[config.mk]
export PLATFORM = sky130hd
export DESIGN_NAME = tlb_fully_assoc_lru_counter_flat
export DESIGN_NICKNAME = d
export VERILOG_FILES = /design/src/rtl/core/tlbfa_pkg.sv /design/src/rtl/core/tlbfa_req_if.sv /design/src/rtl/core/tlbfa_rsp_if.sv /design/src/rtl/core/tlbfa_queue.sv /design/src/rtl/core/tlbfa_front.sv /design/src/rtl/core/tlbfa_back.sv /design/src/rtl/core/tlb_fully_assoc_lru_counter.sv /design/src/flat_wrapper.sv
export SDC_FILE = /design/constraint.sdc
export NUM_CORES = 2
export LEC_CHECK = 0
export BUFFER_PORTS_ARGS = -buffer_cell sky130_fd_sc_hd__buf_4
export CAP_MARGIN = 10
export CORE_MARGIN = 1
export CORE_UTILIZATION = 30
export DETAILED_ROUTE_END_ITERATION = 7
export MAX_ROUTING_LAYER = met4
export PLACE_DENSITY = 0.46
export SYNTH_ARGS = -nofsm -noshare
export SYNTH_HDL_FRONTEND = slang
export SYNTH_SLANG_ARGS = --single-unit
[constraint.sdc]
create_clock -name clk -period 13.5 [get_ports clk]
set_input_delay 2.7 -clock clk [delete_from_list [all_inputs] [get_ports clk]]
set_output_delay 2.7 -clock clk [all_outputs]
set_load 0.005 [all_outputs]
[src/rtl/core/tlbfa_pkg.sv]
`timescale 1ns / 1ps
// ----------------------------------------------------------------------------
// tlbfa_pkg
// Command codes and decoded operation kinds shared by the TLB front and back.
// ----------------------------------------------------------------------------
package tlbfa_pkg;

  localparam int CMD_BITS = 2;

  localparam logic [CMD_BITS-1:0] CMD_LOOKUP = 2'd0;
  localparam logic [CMD_BITS-1:0] CMD_ADD    = 2'd1;
  localparam logic [CMD_BITS-1:0] CMD_UNSET  = 2'd2;
  localparam logic [CMD_BITS-1:0] CMD_SET_RO = 2'd3;

  localparam int OP_KIND_BITS = 4;

  typedef enum logic [OP_KIND_BITS-1:0] {
    OP_LOOKUP = 4'b0001,
    OP_ADD    = 4'b0010,
    OP_UNSET  = 4'b0100,
    OP_SET_RO = 4'b1000
  } op_kind_t;

endpackage

[src/rtl/core/tlbfa_req_if.sv]
`timescale 1ns / 1ps
// ----------------------------------------------------------------------------
// tlbfa_req_if
// Command channel into the TLB: valid/ready with command, page, frame, flag.
// ----------------------------------------------------------------------------
interface tlbfa_req_if #(
  parameter int PAGE_BITS  = 20,
  parameter int FRAME_BITS = 12
);
  logic                          valid;
  logic                          ready;
  logic [tlbfa_pkg::CMD_BITS-1:0] cmd;
  logic [PAGE_BITS-1:0]          page;
  logic [FRAME_BITS-1:0]         frame;
  logic                          ro_flag;

  modport source (output valid, cmd, page, frame, ro_flag, input ready);
  modport sink   (input valid, cmd, page, frame, ro_flag, output ready);
endinterface

[src/rtl/core/tlbfa_rsp_if.sv]
`timescale 1ns / 1ps
// ----------------------------------------------------------------------------
// tlbfa_rsp_if
// Result channel out of the TLB: valid/ready with hit, frame and readonly.
// ----------------------------------------------------------------------------
interface tlbfa_rsp_if #(
  parameter int FRAME_BITS = 12
);
  logic                  valid;
  logic                  ready;
  logic                  hit;
  logic [FRAME_BITS-1:0] hit_frame;
  logic                  hit_readonly;

  modport source (output valid, hit, hit_frame, hit_readonly, input ready);
  modport sink   (input valid, hit, hit_frame, hit_readonly, output ready);
endinterface

[src/rtl/core/tlbfa_queue.sv]
`timescale 1ns / 1ps
// ----------------------------------------------------------------------------
// tlbfa_queue
// Two-entry decoupling queue between the command front and the TLB back.
// ----------------------------------------------------------------------------
module tlbfa_queue #(
  parameter int WIDTH = 8
) (
  input  logic             clk,
  input  logic             rst,
  input  logic             push_valid,
  output logic             push_ready,
  input  logic [WIDTH-1:0] push_data,
  output logic             pop_valid,
  input  logic             pop_ready,
  output logic [WIDTH-1:0] pop_data
);

  logic [WIDTH-1:0] slots [2];
  logic             wr_ptr;
  logic             rd_ptr;
  logic [1:0]       count;
  logic             do_push;
  logic             do_pop;

  assign push_ready = (count != 2'd2);
  assign pop_valid  = (count != 2'd0);
  assign pop_data   = slots[rd_ptr];
  assign do_push    = push_valid && push_ready;
  assign do_pop     = pop_valid && pop_ready;

  always_ff @(posedge clk) begin
    if (do_push) begin
      slots[wr_ptr] <= push_data;
    end
  end

  always_ff @(posedge clk) begin
    if (rst) begin
      wr_ptr <= 1'b0;
      rd_ptr <= 1'b0;
      count  <= 2'd0;
    end else begin
      if (do_push) begin
        wr_ptr <= ~wr_ptr;
      end
      if (do_pop) begin
        rd_ptr <= ~rd_ptr;
      end
      case ({do_push, do_pop})
        2'b10:   count <= count + 2'd1;
        2'b01:   count <= count - 2'd1;
        default: count <= count;
      endcase
    end
  end

endmodule

[src/rtl/core/tlbfa_front.sv]
`timescale 1ns / 1ps
// ----------------------------------------------------------------------------
// tlbfa_front
// Takes command transfers, decodes the command into an operation kind and
// hands the packed operation to the queue.
// ----------------------------------------------------------------------------
module tlbfa_front #(
  parameter int PAGE_BITS  = 20,
  parameter int FRAME_BITS = 12,
  parameter int WIDTH      = tlbfa_pkg::OP_KIND_BITS + PAGE_BITS + FRAME_BITS + 1
) (
  tlbfa_req_if.sink        req,
  output logic             push_valid,
  input  logic             push_ready,
  output logic [WIDTH-1:0] push_data
);

  typedef struct packed {
    tlbfa_pkg::op_kind_t   kind;
    logic [PAGE_BITS-1:0]  page;
    logic [FRAME_BITS-1:0] frame;
    logic                  ro;
  } item_t;

  item_t item;

  always_comb begin
    item.page  = req.page;
    item.frame = req.frame;
    item.ro    = req.ro_flag;
    unique case (req.cmd)
      tlbfa_pkg::CMD_LOOKUP: item.kind = tlbfa_pkg::OP_LOOKUP;
      tlbfa_pkg::CMD_ADD:    item.kind = tlbfa_pkg::OP_ADD;
      tlbfa_pkg::CMD_UNSET:  item.kind = tlbfa_pkg::OP_UNSET;
      default:               item.kind = tlbfa_pkg::OP_SET_RO;
    endcase
  end

  assign push_valid = req.valid;
  assign req.ready  = push_ready;
  assign push_data  = item;

endmodule

[src/rtl/core/tlbfa_back.sv]
`timescale 1ns / 1ps
// ----------------------------------------------------------------------------
// tlbfa_back
// Entry store and command execution: parallel tag match, counter ageing,
// fill of the first free entry and a serial scan for the oldest victim.
// ----------------------------------------------------------------------------
module tlbfa_back #(
  parameter int ENTRIES    = 16,
  parameter int PAGE_BITS  = 20,
  parameter int FRAME_BITS = 12,
  parameter int AGE_BITS   = 16,
  parameter int WIDTH      = tlbfa_pkg::OP_KIND_BITS + PAGE_BITS + FRAME_BITS + 1
) (
  input  logic             clk,
  input  logic             rst,
  input  logic             pop_valid,
  output logic             pop_ready,
  input  logic [WIDTH-1:0] pop_data,
  tlbfa_rsp_if.source      rsp
);

  localparam int IDX_BITS = $clog2(ENTRIES);
  localparam logic [IDX_BITS-1:0] LAST_IDX = IDX_BITS'(ENTRIES - 1);
  localparam logic [AGE_BITS-1:0] AGE_MAX  = {AGE_BITS{1'b1}};

  typedef struct packed {
    tlbfa_pkg::op_kind_t   kind;
    logic [PAGE_BITS-1:0]  page;
    logic [FRAME_BITS-1:0] frame;
    logic                  ro;
  } item_t;

  typedef enum logic [3:0] {
    S_IDLE = 4'b0001,
    S_EXEC = 4'b0010,
    S_SCAN = 4'b0100,
    S_RESP = 4'b1000
  } state_t;

  state_t                state;
  state_t                state_next;
  item_t                 cur;
  logic [PAGE_BITS-1:0]  tag [ENTRIES];
  logic [AGE_BITS-1:0]   age [ENTRIES];
  logic [ENTRIES-1:0]    valid;
  logic [ENTRIES-1:0]    ro;
  logic [FRAME_BITS-1:0] frame_mem [ENTRIES];
  logic [FRAME_BITS-1:0] rd_frame;
  logic                  hit_r;
  logic                  hro_r;
  logic [IDX_BITS-1:0]   scan_idx;
  logic [AGE_BITS-1:0]   best;
  logic [IDX_BITS-1:0]   slot;

  logic [ENTRIES-1:0]    tag_eq;
  logic                  any_match;
  logic                  any_tag;
  logic                  any_free;
  logic [IDX_BITS-1:0]   match_idx;
  logic [IDX_BITS-1:0]   tag_idx;
  logic [IDX_BITS-1:0]   free_idx;
  logic                  out_free;
  logic                  take;
  logic                  scan_gt;
  logic [IDX_BITS-1:0]   final_slot;
  logic                  wr_en;
  logic [IDX_BITS-1:0]   wr_idx;
  logic                  is_lookup;
  logic                  is_add;

  assign is_lookup = (cur.kind == tlbfa_pkg::OP_LOOKUP);
  assign is_add    = (cur.kind == tlbfa_pkg::OP_ADD);

  // first-entry priority encoders, lowest index wins
  always_comb begin
    any_match = 1'b0;
    any_tag   = 1'b0;
    any_free  = 1'b0;
    match_idx = '0;
    tag_idx   = '0;
    free_idx  = '0;
    for (int i = ENTRIES - 1; i >= 0; i--) begin
      tag_eq[i] = (tag[i] == cur.page);
      if (tag_eq[i] && valid[i]) begin
        any_match = 1'b1;
        match_idx = IDX_BITS'(i);
      end
      if (tag_eq[i]) begin
        any_tag = 1'b1;
        tag_idx = IDX_BITS'(i);
      end
      if (!valid[i]) begin
        any_free = 1'b1;
        free_idx = IDX_BITS'(i);
      end
    end
  end

  assign out_free   = !rsp.valid || rsp.ready;
  assign pop_ready  = (state == S_IDLE) || ((state == S_RESP) && out_free);
  assign take       = pop_valid && pop_ready;
  assign scan_gt    = (age[scan_idx] > best);
  assign final_slot = scan_gt ? scan_idx : slot;

  always_comb begin
    wr_en  = 1'b0;
    wr_idx = free_idx;
    if ((state == S_EXEC) && is_add && any_free) begin
      wr_en = 1'b1;
    end else if ((state == S_SCAN) && (scan_idx == LAST_IDX)) begin
      wr_en  = 1'b1;
      wr_idx = final_slot;
    end
  end

  always_comb begin
    state_next = state;
    unique case (state)
      S_IDLE: begin
        if (take) begin
          state_next = S_EXEC;
        end
      end
      S_EXEC: begin
        state_next = (is_add && !any_free) ? S_SCAN : S_RESP;
      end
      S_SCAN: begin
        if (scan_idx == LAST_IDX) begin
          state_next = S_RESP;
        end
      end
      S_RESP: begin
        if (out_free) begin
          state_next = take ? S_EXEC : S_IDLE;
        end
      end
      default: state_next = S_IDLE;
    endcase
  end

  always_ff @(posedge clk) begin
    if (rst) begin
      state <= S_IDLE;
    end else begin
      state <= state_next;
    end
  end

  always_ff @(posedge clk) begin
    if (take) begin
      cur <= pop_data;
    end
  end

  // victim scan: strictly greater wins, so the first entry keeps a tie
  always_ff @(posedge clk) begin
    if (state == S_EXEC) begin
      scan_idx <= '0;
      best     <= '0;
      slot     <= '0;
    end else if (state == S_SCAN) begin
      scan_idx <= scan_idx + 1'b1;
      if (scan_gt) begin
        best <= age[scan_idx];
        slot <= scan_idx;
      end
    end
  end

  always_ff @(posedge clk) begin
    if (wr_en) begin
      frame_mem[wr_idx] <= cur.frame;
    end
    if (state == S_EXEC) begin
      rd_frame <= frame_mem[match_idx];
    end
  end

  always_ff @(posedge clk) begin
    if (state == S_EXEC) begin
      hit_r <= is_lookup && any_match;
      hro_r <= ro[match_idx];
    end
  end

  always_ff @(posedge clk) begin
    if (rst) begin
      valid <= '0;
      ro    <= '0;
      for (int i = 0; i < ENTRIES; i++) begin
        tag[i] <= '0;
        age[i] <= '0;
      end
    end else begin
      if ((state == S_EXEC) && is_lookup) begin
        for (int i = 0; i < ENTRIES; i++) begin
          if (any_match && (match_idx == IDX_BITS'(i))) begin
            age[i] <= '0;
          end else if (age[i] != AGE_MAX) begin
            age[i] <= age[i] + 1'b1;
          end
        end
      end
      if ((state == S_EXEC) && (cur.kind == tlbfa_pkg::OP_UNSET) && any_tag) begin
        valid[tag_idx] <= 1'b0;
      end
      if ((state == S_EXEC) && (cur.kind == tlbfa_pkg::OP_SET_RO) && any_tag) begin
        ro[tag_idx] <= cur.ro;
      end
      if (wr_en) begin
        tag[wr_idx]   <= cur.page;
        age[wr_idx]   <= '0;
        valid[wr_idx] <= 1'b1;
        ro[wr_idx]    <= cur.ro;
      end
    end
  end

  always_ff @(posedge clk) begin
    if (rst) begin
      rsp.valid <= 1'b0;
    end else if ((state == S_RESP) && out_free) begin
      rsp.valid <= 1'b1;
    end else if (rsp.ready) begin
      rsp.valid <= 1'b0;
    end
  end

  always_ff @(posedge clk) begin
    if ((state == S_RESP) && out_free) begin
      rsp.hit          <= hit_r;
      rsp.hit_frame    <= hit_r ? rd_frame : '0;
      rsp.hit_readonly <= hit_r && hro_r;
    end
  end

endmodule

[src/rtl/core/tlb_fully_assoc_lru_counter.sv]
`timescale 1ns / 1ps
// ----------------------------------------------------------------------------
// tlb_fully_assoc_lru_counter
// Fully associative TLB with saturating ageing counters for replacement.
// ----------------------------------------------------------------------------
// Commands are handled one at a time: the back executes a command, then
// responds, and takes the next one from the queue only once idle or as its
// response goes out; an add into a full table also runs a serial scan over
// the ageing counters for the victim.
// Reset clears the queue, valid bits, tags, readonly flags and counters;
// the frame store is not cleared and needs no clearing pass.
module tlb_fully_assoc_lru_counter #(
  parameter int ENTRIES    = 16,
  parameter int PAGE_BITS  = 20,
  parameter int FRAME_BITS = 12,
  parameter int AGE_BITS   = 16
) (
  input  logic        clk,
  input  logic        rst,
  tlbfa_req_if.sink   req,
  tlbfa_rsp_if.source rsp
);

  localparam int ITEM_BITS = tlbfa_pkg::OP_KIND_BITS + PAGE_BITS + FRAME_BITS + 1;

  logic                 push_valid;
  logic                 push_ready;
  logic [ITEM_BITS-1:0] push_data;
  logic                 pop_valid;
  logic                 pop_ready;
  logic [ITEM_BITS-1:0] pop_data;

  tlbfa_front #(
    .PAGE_BITS  (PAGE_BITS),
    .FRAME_BITS (FRAME_BITS),
    .WIDTH      (ITEM_BITS)
  ) u_front (
    .req        (req),
    .push_valid (push_valid),
    .push_ready (push_ready),
    .push_data  (push_data)
  );

  tlbfa_queue #(
    .WIDTH (ITEM_BITS)
  ) u_queue (
    .clk        (clk),
    .rst        (rst),
    .push_valid (push_valid),
    .push_ready (push_ready),
    .push_data  (push_data),
    .pop_valid  (pop_valid),
    .pop_ready  (pop_ready),
    .pop_data   (pop_data)
  );

  tlbfa_back #(
    .ENTRIES    (ENTRIES),
    .PAGE_BITS  (PAGE_BITS),
    .FRAME_BITS (FRAME_BITS),
    .AGE_BITS   (AGE_BITS),
    .WIDTH      (ITEM_BITS)
  ) u_back (
    .clk       (clk),
    .rst       (rst),
    .pop_valid (pop_valid),
    .pop_ready (pop_ready),
    .pop_data  (pop_data),
    .rsp       (rsp)
  );

endmodule
[src/flat_wrapper.sv]
// flat-port wrapper written by rule: the top's interface ports become plain ports
module tlb_fully_assoc_lru_counter_flat 
#(
  parameter int ENTRIES    = 16,
  parameter int PAGE_BITS  = 20,
  parameter int FRAME_BITS = 12,
  parameter int AGE_BITS   = 16
)
  (clk, rst, req_valid, req_cmd, req_page, req_frame, req_ro_flag, req_ready, rsp_valid, rsp_hit, rsp_hit_frame, rsp_hit_readonly, rsp_ready);
  tlbfa_req_if #(.PAGE_BITS(PAGE_BITS), .FRAME_BITS(FRAME_BITS)) req_i ();
  tlbfa_rsp_if #(.FRAME_BITS(FRAME_BITS)) rsp_i ();
  input  logic clk;
  input  logic rst;
  input wire logic [$bits(req_i.valid)-1:0] req_valid;
  input wire logic [$bits(req_i.cmd)-1:0] req_cmd;
  input wire logic [$bits(req_i.page)-1:0] req_page;
  input wire logic [$bits(req_i.frame)-1:0] req_frame;
  input wire logic [$bits(req_i.ro_flag)-1:0] req_ro_flag;
  output wire logic [$bits(req_i.ready)-1:0] req_ready;
  output wire logic [$bits(rsp_i.valid)-1:0] rsp_valid;
  output wire logic [$bits(rsp_i.hit)-1:0] rsp_hit;
  output wire logic [$bits(rsp_i.hit_frame)-1:0] rsp_hit_frame;
  output wire logic [$bits(rsp_i.hit_readonly)-1:0] rsp_hit_readonly;
  input wire logic [$bits(rsp_i.ready)-1:0] rsp_ready;
  assign req_i.valid = req_valid;
  assign req_i.cmd = req_cmd;
  assign req_i.page = req_page;
  assign req_i.frame = req_frame;
  assign req_i.ro_flag = req_ro_flag;
  assign req_ready = req_i.ready;
  assign rsp_valid = rsp_i.valid;
  assign rsp_hit = rsp_i.hit;
  assign rsp_hit_frame = rsp_i.hit_frame;
  assign rsp_hit_readonly = rsp_i.hit_readonly;
  assign rsp_i.ready = rsp_ready;
  tlb_fully_assoc_lru_counter #(.ENTRIES(ENTRIES), .PAGE_BITS(PAGE_BITS), .FRAME_BITS(FRAME_BITS), .AGE_BITS(AGE_BITS)) u_core (.clk(clk), .rst(rst), .req(req_i), .rsp(rsp_i));
endmodule
==> metrics <==
hold depth=2; FMAX=about 130 MHz; die height=roughly 400 um; final cell count without fillers=6436; Initial Util=30.3%; critical path class=reg -> reg; Reg2Reg Setup Slack=just over 6000 ps; largest area contributor in the netlist=edfxtp_1; final setup violating endpoints=0; Setup Skew=83.7 ps; EDFF count, synth=~650; Post-Syn Instances=about 4200; Net Count, Synth=around 4300; Min-Delay Endpoint=u_core.u_back.best[2]; FF+latch count, synth=just under 1000; final period utilization=between 50% and 60%; Max IR drop VDD=0.165 mV; slew margin rel.=between 10% and 20%; drc violations=0; Fillers=between 15000 and 20000; P&R area growth vs syn=13.2%; Pins Over Slew Limit=0; final wirelength=151000 um; Global Route met3 Usage=under 10%; Post-synth top flop=edfxtp_1; Critical Path AT=8130 ps; Worst-path clk slew=60 ps; # clock sinks=about 980; Async SR Flop Fraction=0%; initial antenna violation count=8; GP Congestion=0.932; RSZ-0062 raised after global routing=no; largest net degree at the start of global routing=between 70 and 80; Fin. Hold Viols=0; Slew @ Worst Pin=1280 ps; CP Capture Type=flip-flop; port bufs=54; DP Cell Count=approximately 6200; die width=about 400 um; dominant cells by area after synthesis=edfxtp_1 41%, dfxtp_1 14%, and2_1 4.1%; critical path launch point type=flip-flop; register area=about 26000 sq um; H-tree levels=3; CTS Hold Buffers Added=0; Setup TNS=0 ps; Avg Synthesized Cell Area=roughly 11 sq um; met2 GRT Util=around 29%; clock latency on the worst-skew pair=between 700 and 800 ps; DRT iter0 DRCs=~3000; Leak Pwr=between 0.015 and 0.02 uW; max-cap viol count=0; share of layout cells above drive strength 1=about 14%; Clock Tree Buf Depth=3; CP Max Fanout=33; Root Buffer=clkbuf_16; global route overflow=0; GRT Overall Usage=18.9%; worst slack, placed=around 6200 ps; Worst Setup Slack, final=6040 ps; Pre-antenna DRT Iters=6; Synth top area share=about two fifths; Worst R2R End=u_core.u_back.age[5][0]; synthesized area=around 48000 sq um; Site Rows=between 100 and 150; synth warn=0; Vias/cell=around 5.3; distinct cell type count after synthesis=96; CTS Buf Count=around 110; Resize count post-CTS=0; vias in the first global route=32190; sequential area share after synthesis=~54%; hold path start=u_core.u_back.best[2]; Multi-input gate area=approximately 21000 sq um; core footprint=approximately 160000 sq um; R2R depth=12; status=finished, final reports clean; Final min period=about 7500 ps; Antenna Nets Post-Route=0; busiest grt layer=met2; Min Hold Slack=about 460 ps; DR vias=~34000; DR WL/cell=23.5 um; HPWL after DPL=between 100000 and 150000 um; GR Util met1=between 20% and 30%; die area=162000 sq um; first-pass GRT wire length=~220000 um; layout net count=4335; CTS tree=yes; Setup Buffers After CTS=0; Critical Path RT=around 14000 ps; Hold WC Path Type=reg -> reg; Power Density=~140 nW/um^2; num ports=55
per-layer routing:
metal | vias to the layer above | share of wire (%)
met5 | - | 0
met4 | 0 | 3.0
met3 | 239 | 4.6
met2 | 917 | 46
met1 | 16953 | 46
li1 | 15714 | -
cells in the final DEF (no fill, tap or decap), drive strengths merged, types with 55 or more instances in the layout:
| master | Yosys | final |
|---|---|---|
| nand3 | 187 | 187 |
| nor4 | 55 | 55 |
| xnor2 | 222 | 222 |
| xor2 | 160 | 160 |
| edfxtp | 651 | 651 |
| inv | 91 | 94 |
| and2 | 316 | 316 |
| and3 | 190 | 190 |
| o21ai | 192 | 192 |
| nor3 | 70 | 70 |
| nor2 | 202 | 202 |
| nand4 | 70 | 70 |
| mux2 | 107 | 107 |
| nand2 | 313 | 313 |
| buf | 110 | 162 |
| a21oi | 150 | 150 |
| dfxtp | 325 | 325 |
| mux4 | 80 | 80 |
| clkbuf | 148 | 158 |
cells by family after synthesis:
family / share of synthesized area (%)
simple gates: 17.6
xor+xnor: 6.95
buf+inv: 3.36
compound gates: 9.77
fa+ha+maj: 0.884
flops: 54.1
mux: 7.33
worst max path at each step:
stage,start,end,slack [ps],depth (start not counted)
floorplan,rsp_ready,u_core.u_queue.count[1],5530,7
global placement,flip-flop,u_core.u_back.age[10][2],6340,13
detailed placement,flip-flop,u_core.u_back.age[5][0],6240,14
CTS,flip-flop,u_core.u_back.age[5][0],6110,14
global route,flip-flop,u_core.u_back.age[5][0],5610,14
finish,flip-flop,u_core.u_back.age[5][0],6040,12
worst max-delay path, cell delays in order, from the launching register on:
cell,delay [ps]
dfxtp_4,770
buf_4,610
mux4_2,580
mux4_2,500
ha_1,350
nand4_1,220
nor4_1,1110
nor4b_1,120
o21ai_1,690
a21o_1,420
nand2_1,640
a21oi_1,1010
mux2_2,290
cells in the mapped netlist (all sizes together), types with 55 or more instances:
library cell and count:
nand4 70, nand3 187, and2 316, xnor2 222
mux4 80, clkbuf 148, nor3 70, nor2 202
a21oi 150, and3 190, nand2 313, mux2 107
nor4 55, buf 110, edfxtp 651, dfxtp 325
xor2 160, inv 91, o21ai 192
flip-flops by register name, indices dropped and copies added (netlist names), 12 cells and up, named ones only:
signal / count
u_core.u_back.valid: 16
u_core.u_back.age: 256
u_core.u_back.ro: 16
u_core.u_back.tag: 320
u_core.u_back.rsp.hit_frame: 12
u_core.u_back.best: 16
u_core.u_back.rd_frame: 12
u_core.u_queue.slots: 74
u_core.u_back.frame_mem: 192
u_core.u_back.cur: 37
final cells by class:
cell class / count / area share, %
Clock buffer: 158 / 5.64
Multi-Input combinational cell: 2922 / 37.9
Antenna cell: 6 / 0.0276
Tap cell: 2072 / 4.76
Timing Repair Buffer: 162 / 2.23
Clock inverter: 49 / 0.987
Inverter: 91 / 0.627
Sequential cell: 976 / 47.8
report_power, final:
group	internal (uW)	switching, uW	leakage (uW)
logic	434	765	0.00850
clock network	1690	1320	0.00174
registers	3420	200	0.00892
through the flow:
step           total power, uW  cell area (sq um)  utilization [%]
6_report                  7830              54500             34.3
3_3_place_gp              4920              50900             32.0
4_1_cts                   7950              54500             34.3
2_1_floorplan             4500              48100                -
5_1_grt                   8160              54500             34.3
3_5_place_dp              4920              50900             32.0
Note: power is estimated with default switching activity, not from simulation.
